## src/rtl/core/sca_pkg.sv

```systemverilog
// Shared types, codes and size-class tables for the size-class block allocator.
// No dependencies.
`timescale 1ns / 1ps
package sca_pkg;

  localparam int SIZE_CLASSES  = 16;
  localparam int CLASS_W       = 4;
  localparam int LARGEST_BLOCK = 640;
  localparam int BYTES_W       = 10;

  // Request kinds
  localparam logic [1:0] KIND_ALLOC = 2'd0;
  localparam logic [1:0] KIND_FREE  = 2'd1;
  localparam logic [1:0] KIND_CLEAR = 2'd2;
  localparam logic [1:0] KIND_NONE  = 2'd3;

  // Result status codes
  localparam logic [1:0] ST_OK        = 2'd0;
  localparam logic [1:0] ST_IGNORED   = 2'd1;
  localparam logic [1:0] ST_TOO_LARGE = 2'd2;
  localparam logic [1:0] ST_EXHAUSTED = 2'd3;

  // Command to the class head file
  typedef struct packed {
    logic                 clear;
    logic                 wr;
    logic [CLASS_W-1:0]   cls;
  } sca_head_cmd_t;

  function automatic logic [BYTES_W-1:0] class_bytes(input logic [CLASS_W-1:0] cls);
    logic [BYTES_W-1:0] b;
    case (cls)
      4'd0:    b = 10'd4;
      4'd1:    b = 10'd8;
      4'd2:    b = 10'd16;
      4'd3:    b = 10'd32;
      4'd4:    b = 10'd64;
      4'd5:    b = 10'd96;
      4'd6:    b = 10'd128;
      4'd7:    b = 10'd160;
      4'd8:    b = 10'd192;
      4'd9:    b = 10'd224;
      4'd10:   b = 10'd256;
      4'd11:   b = 10'd320;
      4'd12:   b = 10'd384;
      4'd13:   b = 10'd448;
      4'd14:   b = 10'd512;
      default: b = 10'd640;
    endcase
    return b;
  endfunction

  // Smallest class that holds size; size is known to be at most the largest block.
  function automatic logic [CLASS_W-1:0] pick_class(input logic [BYTES_W-1:0] size);
    logic [CLASS_W-1:0] c;
    c = CLASS_W'(SIZE_CLASSES - 1);
    for (int i = SIZE_CLASSES - 1; i >= 0; i--) begin
      if (class_bytes(CLASS_W'(i)) >= size) c = CLASS_W'(i);
    end
    return c;
  endfunction

endpackage

```

## src/rtl/core/sca_heads.sv

```systemverilog
// Per-class free-list head registers with valid bits and a one-cycle clear.
// Depends on sca_pkg.
`timescale 1ns / 1ps
module sca_heads #(
  parameter int AW = 16
) (
  input  logic                   clk,
  input  logic                   rst,
  input  sca_pkg::sca_head_cmd_t cmd,
  input  logic [AW:0]            wr_entry,
  input  logic [3:0]             rd_cls,
  output logic [AW:0]            rd_entry
);
  import sca_pkg::*;

  logic [SIZE_CLASSES-1:0] valid;
  logic [AW-1:0]           head_addr [SIZE_CLASSES];

  always_ff @(posedge clk) begin
    if (rst || cmd.clear) begin
      valid <= '0;
    end else if (cmd.wr) begin
      valid[cmd.cls] <= wr_entry[AW];
    end
    if (cmd.wr) head_addr[cmd.cls] <= wr_entry[AW-1:0];
  end

  // Empty entries read as end of list
  assign rd_entry = valid[rd_cls] ? {1'b1, head_addr[rd_cls]} : '0;

endmodule

```

## config.mk

```make
export PLATFORM = sky130hd
export DESIGN_NAME = sca_heads
export DESIGN_NICKNAME = d
export VERILOG_FILES = /design/src/rtl/core/sca_pkg.sv /design/src/rtl/core/sca_heads.sv
export SDC_FILE = /design/constraint.sdc
export NUM_CORES = 1
export LEC_CHECK = 0
export ABC_AREA = 1
export BUFFER_PORTS_ARGS = -buffer_cell sky130_fd_sc_hd__buf_4
export CORE_MARGIN = 3
export CORE_UTILIZATION = 23
export CTS_CLUSTER_DIAMETER = 120
export DETAILED_ROUTE_END_ITERATION = 12
export SLEW_MARGIN = 20
export SYNTH_ARGS = -nofsm -noshare
export SYNTH_HDL_FRONTEND = slang
export SYNTH_SLANG_ARGS = --single-unit
```

## constraint.sdc

```tcl
create_clock -name clk -period 2.2 [get_ports clk]
set_input_delay 0.44 -clock clk [delete_from_list [all_inputs] [get_ports clk]]
set_output_delay 0.44 -clock clk [all_outputs]
set_load 0.005 [all_outputs]
```

==> summary.txt <==
Max VDD drop -> 0.617 mV
CP max-delay cell -> dfxtp_2
Clock Sink Count -> 272
Top-area cell type share of the netlist area -> 63.9%
Crit path launch type -> register
Avg Cell Area, Syn -> 9.96 um^2
Via density per instance -> 4.30
Final worst path period share -> 102%
Final max-slew violation count -> 0
Effective utilization at floorplan -> 23.4%
Vias -> 8499
Initial antenna violation count -> 1
Die X -> 235 um
Final setup viols -> 9
CTS Hold Bufs -> 0
Buf+Inv Stages, Crit Path -> 4
Hold_ws -> 0.198 ns
Min Tclk post-route -> 2.24 ns
RSZ-0062 raised after global routing -> true
Top post-synthesis cells by area -> edfxtp_1 64%, nand2_1 12%, nand3_1 8.6%
Crit end category -> primary output
Mapped cell area -> 12000 um^2
WL/cell -> 16.6 um
Cell Pwr Density -> 763 nW/um^2
GRT overflow -> 0
Post-route ant nets -> 0
Post-Syn Nets -> 1238
Multi-input logic area -> 2950 um^2
First-pass GRT wire length -> 48300 um
Yosys cell types -> 19
Worst-path cell chain -> inv_1 -> nand2_1 -> nand3_1 -> nand3_2 -> nand3_2 -> nand2_4 -> clkbuf_16 -> nand2_4 -> inv_2 -> buf_6
Final wirelength -> 32900 um
Die Y -> 235 um
Most frequent cells in the layout -> 376 x nand2_1, 256 x edfxtp_1, 207 x inv_1
Clock slew at reported path FFs -> 0.07 ns
GP Congestion -> 0.801
# fillers -> 5388
Post-synthesis sequential area ratio -> 66.5%
Remaining DRCs -> 0
Htree depth -> 1
Worst Hold Class -> input port to register
Share of layout cells above drive strength 1 -> 16.1%
Number of iterations in the first detailed-routing pass -> 7
IO Pins -> 46
1st-iter DRT viols -> 1148
FF/Latch Area -> 8020 um^2
Root buffer cell -> clkbuf_16
Hold Vio Cnt, Final -> 0
CTS Buffer Depth -> 3
Syn Inst Count -> 1209
Final HPWL DP -> 18600 um
Placed cell areas -> 13500 um^2
Leading cell type in the layout, fill and taps excluded -> nand2_1
Syn. warnings -> 0
Core footprint -> 51500 um^2
Setup ws final -> -0.0393 ns
Crit Path Category -> register to primary output
Slew Limit Headroom -> 66.4%
P_leak -> 6.24 nW
Cell family with most CP delay -> simple AND/OR/NAND/NOR gates
Row count -> 83
Antenna Cells -> 0
MaxCap Viol Count -> 0
Number of buffers created by CTS -> 26
CP max FO -> 4
Outcome -> complete, but fails checks
Nets -> 1307
CTS tree -> yes
Critical path data arrival time -> 1.80 ns
Crit path required time -> 1.76 ns
Yosys reg bits -> 272
Total die area -> 55100 um^2
Worst path max stage delay -> 0.32 ns
Worst skew pair latency -> 0.53 ns
Final Power -> 11.3 mW
Fin Clk Skew -> 0 ns
Largest net degree at the start of global routing -> 46
Fmax -> 0.447 GHz
PortBufs -> 45
Worst-Margin Slew -> 0.503 ns
Failing checks -> setup timing
Final Cell Area -> 14800 um^2
Gr usage total -> 11.3%
Layout area overhead -> 22.7%
Synth area leader -> edfxtp_1
Vias in the first global route -> 7850
[through the flow]
| stage | std cells | util, % | setup WS (ns) | TNS [ns] |
|---|---|---|---|---|
| 2_1_floorplan | 1209 | - | 0.380 | 0 |
| 3_3_place_gp | 1922 | 26.2 | 0.0199 | 0 |
| 3_5_place_dp | 1922 | 26.2 | 0.0263 | 0 |
| 4_1_cts | 1972 | 28.1 | -0.0227 | -0.133 |
| 5_1_grt | 1976 | 28.7 | -0.112 | -1.36 |
| 6_report | 1976 | 28.7 | -0.0393 | -0.167 |
[path summary, 6_finish.rpt]
kind,start,to,slack [ns],cells past startpoint
setup / recovery,valid[6]$_SDFFE_PP0P_,rd_entry[14],-0.04,10
hold reg to reg,valid[14]$_SDFFE_PP0P_,valid[14]$_SDFFE_PP0P_,0.48,2
setup reg to reg,valid[12]$_SDFFE_PP0P_,valid[12]$_SDFFE_PP0P_,1.43,3
hold / removal,wr_entry[14],head_addr[8][14]$_DFFE_PP_,0.20,1
[worst register-to-register path: stages, from the launching register on]
cell      delay [ns]
dfxtp_2         0.33
inv_2           0.04
buf_4           0.12
a211oi_1        0.20
[cell type report]
| cell class | count | share of cell area (%) |
|---|---|---|
| Inverter | 229 | 5.92 |
| Clock inverter | 14 | 0.966 |
| Timing Repair Buffer | 99 | 8.38 |
| Clock buffer | 32 | 4.70 |
| Sequential cell | 272 | 54.3 |
| Tap cell | 680 | 5.76 |
| Multi-Input combinational cell | 650 | 20.0 |
[per-layer routing]
layer	wire [um]	up-vias	track usage, %
met4	550	2	2.30
met2	14100	372	16.7
met5	13	-	0
met1	15100	4055	16.9
met3	3120	52	2.36
li1	-	4018	-
[logic make-up (layout without fill, tap and decap cells)]
family | Yosys count | count (layout) | share of synthesized area, %
simple gates | 620 | 620 | 21.5
buf+inv | 287 | 374 | 10.7
flops | 272 | 272 | 66.5
compound gates | 30 | 30 | 1.29
[cells in the mapped netlist]
| library cell | number |
|---|---|
| nand2_1 | 394 |
| edfxtp_1 | 256 |
| inv_1 | 225 |
| nand3_1 | 206 |
| buf_2 | 22 |
| nor2_1 | 18 |
| buf_6 | 17 |
| dfxtp_1 | 16 |
| a21oi_1 | 14 |
| o21ai_0 | 14 |
| buf_4 | 10 |
| clkbuf_1 | 6 |
| inv_2 | 3 |
| a211oi_1 | 2 |
| buf_1 | 2 |
| buf_12 | 1 |
| clkinv_1 | 1 |
| nand2_2 | 1 |
| or2_2 | 1 |
[registers in the layout (all words and copies together), names as in the netlist]
register,count
valid,16
head_addr,256
[report_power, final]
part	leakage, nW	internal [mW]	switching, mW
logic	3.38	0.357	0.634
clock network	0.413	2.58	1.92
registers	2.45	5.76	0.0220
[what timing repair did]
action / 4_1_cts / 5_1_grt
gates resized for setup: 42 / 57
endpoints found under the hold margin: 0 / 0
setup endpoints to repair: 9 / 17
setup buffers: 2 / 0
pin swaps: 7 / 8
gates cloned: 2 / 5
No activity file was read; power rests on OpenSTA's default activity.
